[src/hw/rtl/usan_pkg.sv]
// Shared types and constants for the UTF-8 stream sanitizer.
// Used by usan_check and utf8_stream_sanitizer; depends on nothing else.
`timescale 1ns / 1ps
`default_nettype none

package usan_pkg;

    localparam int unsigned BYTE_W    = 8;
    localparam int unsigned BUF_DEPTH = 4;   // held bytes plus the incoming one
    localparam int unsigned OUT_DEPTH = 4;   // most words one input can release
    localparam int unsigned CNT_W     = 3;   // holds 0 .. 4

    typedef logic [BUF_DEPTH-1:0][BYTE_W-1:0] byte_vec_t;

    // What to do with the sequence at the head of the buffer.
    typedef enum logic [1:0] {
        HEAD_WAIT = 2'd0,
        HEAD_EMIT = 2'd1,
        HEAD_DROP = 2'd2
    } head_kind_t;

    typedef struct packed {
        head_kind_t       kind;
        logic [CNT_W-1:0] len;
    } verdict_t;

endpackage

`default_nettype wire

[src/hw/rtl/usan_check.sv]
// Head-of-buffer judge: decides whether the leading sequence is complete and
// valid, malformed, or still waiting for bytes. Depends on usan_pkg.
`timescale 1ns / 1ps
`default_nettype none

module usan_check (
    input  wire usan_pkg::byte_vec_t           head_bytes,
    input  wire logic [usan_pkg::CNT_W-1:0]    fill,
    output usan_pkg::verdict_t                 verdict
);

    logic [usan_pkg::BYTE_W-1:0] b0;
    logic [usan_pkg::BYTE_W-1:0] b1;
    logic [usan_pkg::CNT_W-1:0]  need;
    logic                        c1;
    logic                        c2;
    logic                        c3;
    logic                        seq_ok;

    assign b0 = head_bytes[0];
    assign b1 = head_bytes[1];
    assign c1 = (head_bytes[1] & 8'hC0) == 8'h80;
    assign c2 = (head_bytes[2] & 8'hC0) == 8'h80;
    assign c3 = (head_bytes[3] & 8'hC0) == 8'h80;

    always_comb
    begin
        if (b0 <= 8'h7F)
        begin
            need = 3'd1;
        end
        else if (b0 >= 8'hC2 && b0 <= 8'hDF)
        begin
            need = 3'd2;
        end
        else if (b0 >= 8'hE0 && b0 <= 8'hEF)
        begin
            need = 3'd3;
        end
        else if (b0 >= 8'hF0 && b0 <= 8'hF4)
        begin
            need = 3'd4;
        end
        else
        begin
            need = 3'd0;
        end
    end

    always_comb
    begin
        case (need)
            3'd1:    seq_ok = 1'b1;
            3'd2:    seq_ok = c1;
            3'd3:    seq_ok = c1 && c2 && (b0 != 8'hE0 || b1 >= 8'hA0)
                              && (b0 != 8'hED || b1 <= 8'h9F);
            3'd4:    seq_ok = c1 && c2 && c3 && (b0 != 8'hF0 || b1 >= 8'h90)
                              && (b0 != 8'hF4 || b1 <= 8'h8F);
            default: seq_ok = 1'b0;
        endcase
    end

    // A sequence is judged only once all of its bytes are present.
    always_comb
    begin
        verdict.len = need;
        if (fill == '0)
        begin
            verdict.kind = usan_pkg::HEAD_WAIT;
        end
        else if (need == '0)
        begin
            verdict.kind = usan_pkg::HEAD_DROP;
        end
        else if (fill < need)
        begin
            verdict.kind = usan_pkg::HEAD_WAIT;
        end
        else if (seq_ok)
        begin
            verdict.kind = usan_pkg::HEAD_EMIT;
        end
        else
        begin
            verdict.kind = usan_pkg::HEAD_DROP;
        end
    end

endmodule

`default_nettype wire

[src/hw/rtl/utf8_stream_sanitizer.sv]
// Top level of the UTF-8 stream sanitizer: sequencer, byte buffer and output
// queue around the head judge. Depends on usan_pkg and usan_check.
//
// Usage:
//   Raw bytes enter on the slave channel (s_tvalid/s_tready/s_tdata). Each
//   accepted word may release zero to four bytes on the master channel
//   (m_tvalid/m_tready/m_tdata/m_tlast); m_tlast marks the final byte released
//   by that input word. Up to three bytes of an incomplete sequence are held
//   between input words.
//   Timing: one input word is handled at a time. After the word is accepted,
//   the head judge rules on the head of the buffer step by step (drop one
//   byte, take a complete sequence into the output queue byte by byte, or
//   finish), and then the released bytes are sent on the master side.
//   s_tready is high only while the block is idle.
//   Reset (rst_n low, asynchronous) empties the held bytes and the output
//   queue and leaves the block idle and ready.
//   When the receiver stalls, the current output byte holds on m_tdata and no
//   new input word is taken until the queue has drained.
`timescale 1ns / 1ps
`default_nettype none

module utf8_stream_sanitizer (
    input  wire logic       clk,
    input  wire logic       rst_n,
    input  wire logic       s_tvalid,
    output logic            s_tready,
    input  wire logic [7:0] s_tdata,   // [7:0] in_byte
    output logic            m_tvalid,
    input  wire logic       m_tready,
    output logic [7:0]      m_tdata,   // [7:0] out_byte
    output logic            m_tlast    // last_of_run
);

    typedef enum logic [3:0] {
        ST_IDLE = 4'b0001,
        ST_SCAN = 4'b0010,
        ST_COPY = 4'b0100,
        ST_SEND = 4'b1000
    } state_t;

    localparam int unsigned IDX_W = $clog2(usan_pkg::OUT_DEPTH);

    state_t                                 state_reg, state_next;
    usan_pkg::byte_vec_t                    buf_reg, buf_next;
    logic [usan_pkg::CNT_W-1:0]             cnt_reg, cnt_next;
    logic [usan_pkg::CNT_W-1:0]             rem_reg, rem_next;
    logic [usan_pkg::CNT_W-1:0]             ocnt_reg, ocnt_next;
    logic [IDX_W-1:0]                       optr_reg, optr_next;
    logic [usan_pkg::OUT_DEPTH-1:0][7:0]    obuf_reg, obuf_next;
    usan_pkg::verdict_t                     verdict;
    logic                                   is_last;

    usan_check u_check (
        .head_bytes (buf_reg),
        .fill       (cnt_reg),
        .verdict    (verdict)
    );

    assign s_tready = (state_reg == ST_IDLE);
    assign m_tvalid = (state_reg == ST_SEND);
    assign m_tdata  = obuf_reg[optr_reg];
    assign is_last  = ({1'b0, optr_reg} + 3'd1) == ocnt_reg;
    assign m_tlast  = is_last;

    always_comb
    begin
        state_next = state_reg;
        buf_next   = buf_reg;
        cnt_next   = cnt_reg;
        rem_next   = rem_reg;
        ocnt_next  = ocnt_reg;
        optr_next  = optr_reg;
        obuf_next  = obuf_reg;
        case (state_reg)
            ST_IDLE:
            begin
                if (s_tvalid)
                begin
                    buf_next[cnt_reg[IDX_W-1:0]] = s_tdata;
                    cnt_next   = cnt_reg + 3'd1;
                    ocnt_next  = '0;
                    optr_next  = '0;
                    state_next = ST_SCAN;
                end
            end
            ST_SCAN:
            begin
                case (verdict.kind)
                    usan_pkg::HEAD_EMIT:
                    begin
                        rem_next   = verdict.len;
                        state_next = ST_COPY;
                    end
                    usan_pkg::HEAD_DROP:
                    begin
                        buf_next[2:0] = buf_reg[3:1];
                        cnt_next      = cnt_reg - 3'd1;
                    end
                    default:
                    begin
                        state_next = (ocnt_reg != '0) ? ST_SEND : ST_IDLE;
                    end
                endcase
            end
            ST_COPY:
            begin
                // Move one byte of the accepted sequence into the output queue.
                obuf_next[ocnt_reg[IDX_W-1:0]] = buf_reg[0];
                ocnt_next     = ocnt_reg + 3'd1;
                buf_next[2:0] = buf_reg[3:1];
                cnt_next      = cnt_reg - 3'd1;
                rem_next      = rem_reg - 3'd1;
                if (rem_reg == 3'd1)
                begin
                    state_next = ST_SCAN;
                end
            end
            ST_SEND:
            begin
                if (m_tready)
                begin
                    optr_next = optr_reg + 1'b1;
                    if (is_last)
                    begin
                        state_next = ST_IDLE;
                    end
                end
            end
            default:
            begin
                state_next = ST_IDLE;
            end
        endcase
    end

    always_ff @(posedge clk or negedge rst_n)
    begin
        if (!rst_n)
        begin
            state_reg <= ST_IDLE;
            cnt_reg   <= '0;
            rem_reg   <= '0;
            ocnt_reg  <= '0;
            optr_reg  <= '0;
        end
        else
        begin
            state_reg <= state_next;
            cnt_reg   <= cnt_next;
            rem_reg   <= rem_next;
            ocnt_reg  <= ocnt_next;
            optr_reg  <= optr_next;
        end
    end

    always_ff @(posedge clk)
    begin
        buf_reg  <= buf_next;
        obuf_reg <= obuf_next;
    end

    // The two channels are never open in the same cycle.
    a_one_side: assert property (@(posedge clk) disable iff (!rst_n)
        !(s_tvalid && s_tready && m_tvalid))
        else $error("input taken while output pending");

    // Between input words at most three bytes of a partial sequence remain.
    a_held_max: assert property (@(posedge clk) disable iff (!rst_n)
        (state_reg == ST_IDLE) |-> (cnt_reg <= 3'd3))
        else $error("held byte count exceeds three");

    // The output queue never overflows while bytes are copied in.
    a_queue_room: assert property (@(posedge clk) disable iff (!rst_n)
        (state_reg == ST_COPY) |-> (ocnt_reg < 3'd4 && rem_reg != '0))
        else $error("output queue overflow");

    // Taking the final byte of a run returns the block to ready.
    a_last_ready: assert property (@(posedge clk) disable iff (!rst_n)
        (m_tvalid && m_tready && m_tlast) |=> s_tready)
        else $error("not ready after final output byte");

endmodule

`default_nettype wire

[config.mk]
export PLATFORM = sky130hd
export DESIGN_NAME = utf8_stream_sanitizer
export DESIGN_NICKNAME = d
export VERILOG_FILES = /design/src/hw/rtl/usan_pkg.sv /design/src/hw/rtl/usan_check.sv /design/src/hw/rtl/utf8_stream_sanitizer.sv
export SDC_FILE = /design/constraint.sdc
export NUM_CORES = 1
export LEC_CHECK = 0
export BUFFER_PORTS_ARGS = -buffer_cell sky130_fd_sc_hd__buf_4
export CORE_UTILIZATION = 45
export CTS_CLUSTER_DIAMETER = 150
export DETAILED_ROUTE_END_ITERATION = 8
export PLACE_DENSITY = 0.71
export SYNTH_ARGS = -nofsm -noshare
export SYNTH_HDL_FRONTEND = slang
export SYNTH_SLANG_ARGS = --single-unit
export TNS_END_PERCENT = 30
[constraint.sdc]
create_clock -name clk -period 3.45 [get_ports clk]
set_input_delay 0.1725 -clock clk [delete_from_list [all_inputs] [get_ports clk]]
set_output_delay 0.1725 -clock clk [all_outputs]
set_load 0.005 [all_outputs]
* Word-level counts from Yosys, hierarchy flattened
Cells that the tools add are included.
Cells by class: $add $sub $neg 6, magnitude comparators 17, equality and inequality tests 26, mux-type cells 37, reduce and logical (&&, ||, !) cells 28
Operator list (count):
- $pmux 24 s3 | 1
- $bwmux 32 | 2
- $mux 24 | 2
- $ge 8x8->1 const B | 5
- $le 8x8->1 const B | 5
- $demux 8 s2 | 2
- $ne 8x8->1 const B | 4
- $mux 3 | 8
- $mux 8 | 3
- $mux 4 | 5
- $bmux 8 s2 | 1
- $pmux 4 s4 | 1
- $mux 2 | 6
- $pmux 3 s2 | 2
- $logic_and 1x1->1 | 11
- $lt 2x3->1 const B | 3
- $pmux 3 s3 | 1
- $eq 2x2->1 const B | 4
- $le 8x7->1 const B | 1
- $ne 2x1->1 const B | 4
- $pmux 4 s2 | 1
- $add 3x1->3 const B | 2
- $eq 3x1->1 const B | 2
- $eq 3x2->1 const B | 2
- 22 further kinds | 36
Storage, ports and cells: flip-flop bits (word level) 79, input bits 12

* Longest topological paths before layout
Gate-level depths: netlist of run 1.
depth in word-level cells 15, depth in mapped cells 10, mapped depth without buffers 10

* By module
Synthesis of run 1 repeated with hierarchy kept, for this count alone.
Second synthesis, totals: cell total of the unflattened synthesis 301, area, all modules 3801.1 µm²
Modules (own cells, without submodules):
- utf8_stream_sanitizer | instances 1, cells an instance 261, area each 3492.1 µm²
- usan_check | instances 1, cells an instance 40, area each 309.0 µm²

* Worst setup path before layout of run 1
OpenSTA, ideal clock, no wires.
path type reg-to-reg, start register buf_reg[2] (netlist bit), end register buf_reg[0] (netlist bit), enable pin, setup time 0.370 ns, data arrival time 2.503 ns, data required time 3.080 ns, path slack 0.577 ns, cell stages (with the launch flop) 9, path buffers 0, path through edfxtp_1 -> or4_4 -> o21ai_0 -> ha_1 -> o21ai_0 -> o21ai_2 -> o211ai_2 -> o32a_2 -> nor2_1
Between the ends: longest elaborated chain between the ends 15, elaborated cells on any way between the ends 40, classes of those cells order compare: 8; eq/ne: 10; mux: 9; reduce/logical: 13
Ends and longest elaborated chain:
- start: declaration | line utf8_stream_sanitizer.sv:44 | usan_pkg::byte_vec_t buf_reg, buf_next;
- start signal: assignment | line utf8_stream_sanitizer.sv:158 | buf_reg <= buf_next;
- $ge 8x8->1 / $le 8x8->1 (equally long branches) | line usan_check.sv:40 | else if (b0 >= 8'hF0 && b0 <= 8'hF4)
- $logic_and 1x1->1 | line usan_check.sv:40
- $mux 3 | line usan_check.sv:40
- $mux 3 | line usan_check.sv:36 | else if (b0 >= 8'hE0 && b0 <= 8'hEF)
- $mux 3 | line usan_check.sv:32 | else if (b0 >= 8'hC2 && b0 <= 8'hDF)
- $mux 3 | line usan_check.sv:28 | if (b0 <= 8'h7F)
- $eq 3x3->1, or another cell as far along | line usan_check.sv:52 | case (need)
- $pmux 1 s4 | line usan_check.sv:52
- $mux 2 | line usan_check.sv:79 | else if (seq_ok)
- $mux 2 | line usan_check.sv:75 | else if (fill < need)
- $mux 2 * | line usan_check.sv:71 | else if (need == '0)
- $mux 2 * | line usan_check.sv:67 | if (fill == '0)
- $eq 2x2->1 * | line utf8_stream_sanitizer.sv:88 | case (verdict.kind)
- $ne 2x1->1 (no line) *
- $reduce_and 3->1 (no line) *
Mark *: on every way between the ends. The rest lies on a longest branch, timed or not. A chain may end at the register's enable or synchronous reset.

* Worst setup path after layout of run 1
start register buf_reg[2] (netlist bit), end register buf_reg[23] (netlist bit), enable pin
Same word-level chain as after synthesis.

==> results.py, run 1 <==
metrics = {
    "timing": {
        "tightest_slew_ns": 0.794,
        "finClkSkew_ns": 0.00941,
        "layout_setup_ws_ns": 0.437,
        "tns_ns": 0,
        "finalCriticalPeriod_ns": 3.01,
        "drv_slew": 0,
        "final_hold_viol_count": 0,
        "setup_violations": 0,
        "fin_crit_sh": 0.873,
        "slew_headroom": 0.463,
        "rsz0062_at_grt": "no",
        "fmax_ghz": 0.332,
    },
    "clock_network": {
        "tritoncts": "built",
        "ctsLongestPathBuffers": 2,
        "clk_latency_ns": 0.35,
        "clock-sinks": 79,
        "cts_buffers": 9,
        "htree_levels": 3,
        "clkTransAtPathRegs_ns": 0.08,
        "cts_root_buf": "clkbuf_8",
    },
    "worst_hold_path": {
        "worstHoldPathCells": 1,
        "hold_end": "buf_reg[25]",
        "hp-start": "s_tdata[1]",
        "hp-class": "input port to flip-flop",
    },
    "pwr": {
        "p_per_area_nw_per_um2": 768,
        "p_leak_uw": 0.00152,
        "peakVddDrop_mv": 0.352,
    },
    "critical_path": {
        "crit_required_ns": 3.51,
        "path_class": "flip-flop to flip-flop",
        "critPathLaunchType": "flip-flop",
        "cp-end-kind": "flip-flop",
        "arrival_ns": 3.08,
        "cpMostUsedCell": "o21ai_0",
        "timing.rr.end": "buf_reg[23]",
        "slowest_stage": "or4_4",
        "r2r_slack_ns": 0.44,
        "cpLargestDelayFamily": "compound AO/OA/AOI/OAI gates",
        "path_max_fanout": 9,
        "cpPeakStageDelay_ns": 0.60,
        "r2r-start": "buf_reg[2]",
        "path_cells": "or4_4, o21ai_0, ha_1, o21ai_0, o21ai_2, o211ai_2, o32a_2, nor2_1, buf_4",
        "critPathBufInv": 1,
        "r2r_cells": 9,
    },
    "floorplan": {
        "core_um2": 7890,
        "die_h_um": 93.3,
        "ios": 23,
        "die_w_um": 93.3,
        "start_util": 0.475,
        "rows": 32,
        "dieArea_um2": 8700,
    },
    "finish": {
        "layout_commonest_cell": "edfxtp_1",
        "multi_input_area_um2": 1380,
        "area.sequential_um2": 2300,
        "layout-drive-gt1-share": 0.189,
        "nFillCells": 673,
        "fin_nets": 356,
        "layout_common_cells": "edfxtp_1, nand2_1, o21ai_0",
        "n_antenna_cell": 0,
        "syn_to_final_growth_pct": 13.7,
    },
    "logic_synthesis": {
        "synth_area_leader_cell": "edfxtp_1",
        "synthCells": 305,
        "synth-seq-area-share": 0.613,
        "syn-num-nets": 327,
        "async_flop_share": 0.190,
        "synth_edf_count": 64,
        "synth_top_flop_cell": "edfxtp_1",
        "syn_area_um2": 3750,
        "avgSynthCellArea_um2": 12.3,
        "synth_top_area_share": 0.513,
        "synthTopCellsByArea": "edfxtp_1, dfrtp_1, nand2_1",
        "synth_cell_types": 55,
        "ys_ff_latch": 79,
        "yosys_warnings": 0,
    },
    "placed_design": {
        "place_ws_ns": 0.471,
        "hpwlAfterDp_um": 4770,
        "gp_congestion": 0.789,
        "port-buffer-count": 22,
    },
    "grt": {
        "grt_pass1_vias": 2407,
        "grt_pass1_wl_um": 11300,
        "grt_max_degree": 53,
        "grt_usage": 0.171,
        "antenna_found_initial": 0,
        "overflow": 0,
    },
    "routing": {
        "vias": 2408,
        "first_pass_iters": 4,
        "drt_iter0_markers": 103,
        "drc": 0,
        "wl_um": 6670,
        "wl_per_cell_um": 15.1,
        "ant_nets": 0,
        "via_per_inst": 5.46,
    },
    "flow_run": {
        "drv_cap": 0,
    },
    "run_status": {
        "status": "completed",
    },
}
==> stage by stage <==
step                 util  area (um2)  std cells  power [uW]  hold WS (ns)
finish              0.541        4270        441        3280        0.0335
detailed placement  0.514        4050        424        2610        0.0390
floorplan               -        3750        305        2280        -0.123
CTS                 0.541        4270        441        3310        0.0195
global placement    0.514        4050        424        2560        0.0398
global route        0.541        4270        441        3500        0.0176
==> cells by family (layout without fill, tap and decap cells) <==
kind of cell               after synthesis  count (layout)  share of synthesized area
muxes                                   10              10                     0.0537
buffers and inverters                   21              55                     0.0210
AOI/OAI and AO/OA                       62              62                      0.106
and+or+nand+nor                        116             116                      0.154
xor gates and xnor gates                 7               7                     0.0164
adders and majority gates               10              10                     0.0354
DFF                                     79              79                      0.613
==> worst max path at each step <==
| stage | to | depth (start not counted) | slack (ns) | startpoint |
|---|---|---|---|---|
| 6_report | buf_reg[23] | 9 | 0.44 | buf_reg[2] |
| 5_1_grt | buf_reg[20] | 9 | 0.26 | buf_reg[2] |
| 4_1_cts | buf_reg[20] | 9 | 0.44 | buf_reg[2] |
| 3_5_place_dp | buf_reg[16] | 9 | 0.47 | buf_reg[2] |
| 3_3_place_gp | buf_reg[0] | 9 | 0.60 | buf_reg[2] |
| 2_1_floorplan | buf_reg[0] | 8 | 0.58 | buf_reg[2] |
==> timing repair <==
item,4_1_cts,5_1_grt
setup endpoints to repair,0,0
hold buffers,1,0
resized for setup,0,0
setup buffers,0,0
hold endpoints to repair,15,0
==> final cells by class <==
class | count | share of cell area
Multi-Input combinational cell | 205 | 0.323
Inverter | 10 | 0.00880
Clock buffer | 9 | 0.0290
Tap cell | 102 | 0.0299
Clock inverter | 7 | 0.0185
Timing Repair Buffer | 29 | 0.0516
Sequential cell | 79 | 0.539
==> worst reg2reg max path: stages (launching register included) <==
cell and delay, ns:
edfxtp_1 0.51, or4_4 0.60, o21ai_0 0.29, ha_1 0.16, o21ai_0 0.12, o21ai_2 0.16
o211ai_2 0.15, o32a_2 0.43, nor2_1 0.14, buf_4 0.18
==> where the power goes <==
group / switching [uW] / internal [uW] / total, uW
sequential: 213 / 1360 / 1570
combinational: 580 / 434 / 1010
clock: 350 / 342 / 691
total: 1140 / 2130 / 3280
==> cell usage after synthesis (all sizes together) (4+ instances only) <==
cell type and instances:
dfrtp 14, nor2 14, buf 4, nor4 4, nor2b 5, nand2 59, inv 10, xnor2 5
ha 9, clkbuf 7, o21a 4, a21oi 6, mux4 8, and2 6, nor3 4, edfxtp 64
o21ai 34
==> layer usage <==
layer / global-route usage / vias up / share of wire
met5: 0 / - / 0
met4: 0.0692 / 0 / 0.017
met3: 0.0301 / 11 / 0.026
met2: 0.298 / 36 / 0.50
met1: 0.210 / 1179 / 0.46
li1: - / 1182 / -
(Power assumes the default switching activity.)
==> run 2: changes to the inputs <==
--- a/config.mk
+++ b/config.mk
@@ -8,6 +8,7 @@
 export BUFFER_PORTS_ARGS = -buffer_cell sky130_fd_sc_hd__buf_4
 export CORE_UTILIZATION = 45
 export CTS_CLUSTER_DIAMETER = 150
+export CTS_CLUSTER_SIZE = 12
 export DETAILED_ROUTE_END_ITERATION = 8
 export PLACE_DENSITY = 0.71
 export SYNTH_ARGS = -nofsm -noshare
==> constraint.sdc (replaced) <==
create_clock -name clk -period 3.45 [get_ports clk]
set_input_delay 0.5175 -clock clk [delete_from_list [all_inputs] [get_ports clk]]
set_output_delay 0.5175 -clock clk [all_outputs]
set_load 0.005 [all_outputs]
==> run 2 against run 1 <==
Die area unchanged; critical path depth did not move; maximum frequency decreased by 0.15%; clock skew fell by 0.0019 ns; first-iteration DRC count increased by 1.9%; critical endpoint is now buf_reg[20]; highest routed layer unchanged.
==> results.py, run 2 (synthesis gave the netlist of run 1 again) <==
metrics = {
    "pwr": {
        "peakVddDrop_mv": 0.352,
        "p_per_area_nw_per_um2": 770,
        "p_leak_uw": 0.00151,
    },
    "timing": {
        "setup_violations": 0,
        "tns_ns": 0,
        "drv_slew": 0,
        "finalCriticalPeriod_ns": 3.02,
        "rsz0062_at_grt": "no",
        "slew_headroom": 0.465,
        "hold_slack_ns": 0.0173,
        "fin_crit_sh": 0.875,
        "finClkSkew_ns": 0.00754,
        "final_hold_viol_count": 0,
        "tightest_slew_ns": 0.791,
        "fmax_ghz": 0.331,
    },
    "grt": {
        "grt_pass1_vias": 2401,
        "antenna_found_initial": 0,
        "grt_max_degree": 53,
        "grt_pass1_wl_um": 11200,
        "overflow": 0,
        "grt_usage": 0.171,
    },
    "clock_network": {
        "ctsLongestPathBuffers": 2,
        "clkTransAtPathRegs_ns": 0.08,
        "tritoncts": "built",
        "clk_latency_ns": 0.34,
        "cts_buffers": 9,
        "cts_root_buf": "clkbuf_8",
        "postCtsSetupBuffers": 0,
        "htree_levels": 3,
        "ctsHoldBuffers": 0,
        "clock-sinks": 79,
        "cts_resized": 0,
    },
    "critical_path": {
        "path_max_fanout": 9,
        "cp-end-kind": "flip-flop",
        "critPathLaunchType": "flip-flop",
        "crit_required_ns": 3.51,
        "path_class": "flip-flop to flip-flop",
        "arrival_ns": 3.08,
    },
    "flow_run": {
        "drv_cap": 0,
    },
    "floorplan": {
        "rows": 32,
        "die_h_um": 93.3,
        "core_um2": 7890,
        "dieArea_um2": 8700,
        "die_w_um": 93.3,
        "start_util": 0.475,
        "ios": 23,
    },
    "routing": {
        "wl_per_cell_um": 15.2,
        "drt_iter0_markers": 105,
        "ant_nets": 0,
        "wl_um": 6680,
        "drc": 0,
        "via_per_inst": 5.47,
        "first_pass_iters": 4,
        "vias": 2407,
    },
    "finish": {
        "nFillCells": 674,
        "n_antenna_cell": 0,
        "layout-drive-gt1-share": 0.189,
        "layout_common_cells": "edfxtp_1, nand2_1, o21ai_0",
        "fin_nets": 355,
        "syn_to_final_growth_pct": 13.5,
        "layout_commonest_cell": "edfxtp_1",
    },
    "placed_design": {
        "port-buffer-count": 22,
        "gp_congestion": 0.789,
        "hpwlAfterDp_um": 4770,
    },
    "worst_hold_path": {
        "hp-class": "input port to async pin",
    },
    "run_status": {
        "status": "completed",
    },
}
[run 2: final timing paths]
kind,depth (start not counted),startpoint,slack [ns],endpoint
worst max-delay path,9,buf_reg[2],0.43,buf_reg[20]
worst min-delay path,1,rst_n,0.02,cnt_reg[1]
worst max register to register,9,buf_reg[2],0.43,buf_reg[20]
worst min register to register,1,cnt_reg[2],0.52,cnt_reg[2]
max in group asynchronous,1,rst_n,3.18,state_reg[0]
min in group clk,1,s_tdata[1],0.38,buf_reg[25]
[run 2: per-stage QoR]
step                      cells  area (um2)  utilization  setup WS [ns]  power, uW
final                       440        4260        0.539          0.432       3280
after floorplan             305        3750            -          0.577       2280
after global placement      424        4050        0.514          0.602       2560
after detailed placement    424        4050        0.514          0.471       2610
after CTS                   440        4260        0.539          0.441       3300
after global routing        440        4260        0.539          0.263       3500
[run 2: worst max-delay path, stage by stage (launching register included)]
cell,delay (ns)
edfxtp_1,0.51
or4_4,0.60
o21ai_0,0.29
ha_1,0.16
o21ai_0,0.12
o21ai_2,0.16
o211ai_2,0.15
o32a_2,0.43
nor2_1,0.14
buf_4,0.18
[run 2: routing by layer]
layer	wire [um]	track usage
met5	0	0
met4	60	0.0692
met3	163	0.0301
met2	3400	0.297
met1	3060	0.210
[run 2: area by class of cell]
class / instances / area (um2) / share of cell area
Multi-Input combinational cell: 205 / 1380 / 0.324
Inverter: 10 / 37.5 / 0.00882
Tap cell: 102 / 128 / 0.0300
Clock inverter: 7 / 78.8 / 0.0185
Sequential cell: 79 / 2300 / 0.540
Clock buffer: 9 / 124 / 0.0291
Timing Repair Buffer: 28 / 210 / 0.0494
[run 2: power by group]
part	internal, uW	switching (uW)	total, uW
Combinational	433	582	1010
Sequential	1360	213	1570
Clock	342	349	690
Total	2130	1140	3280
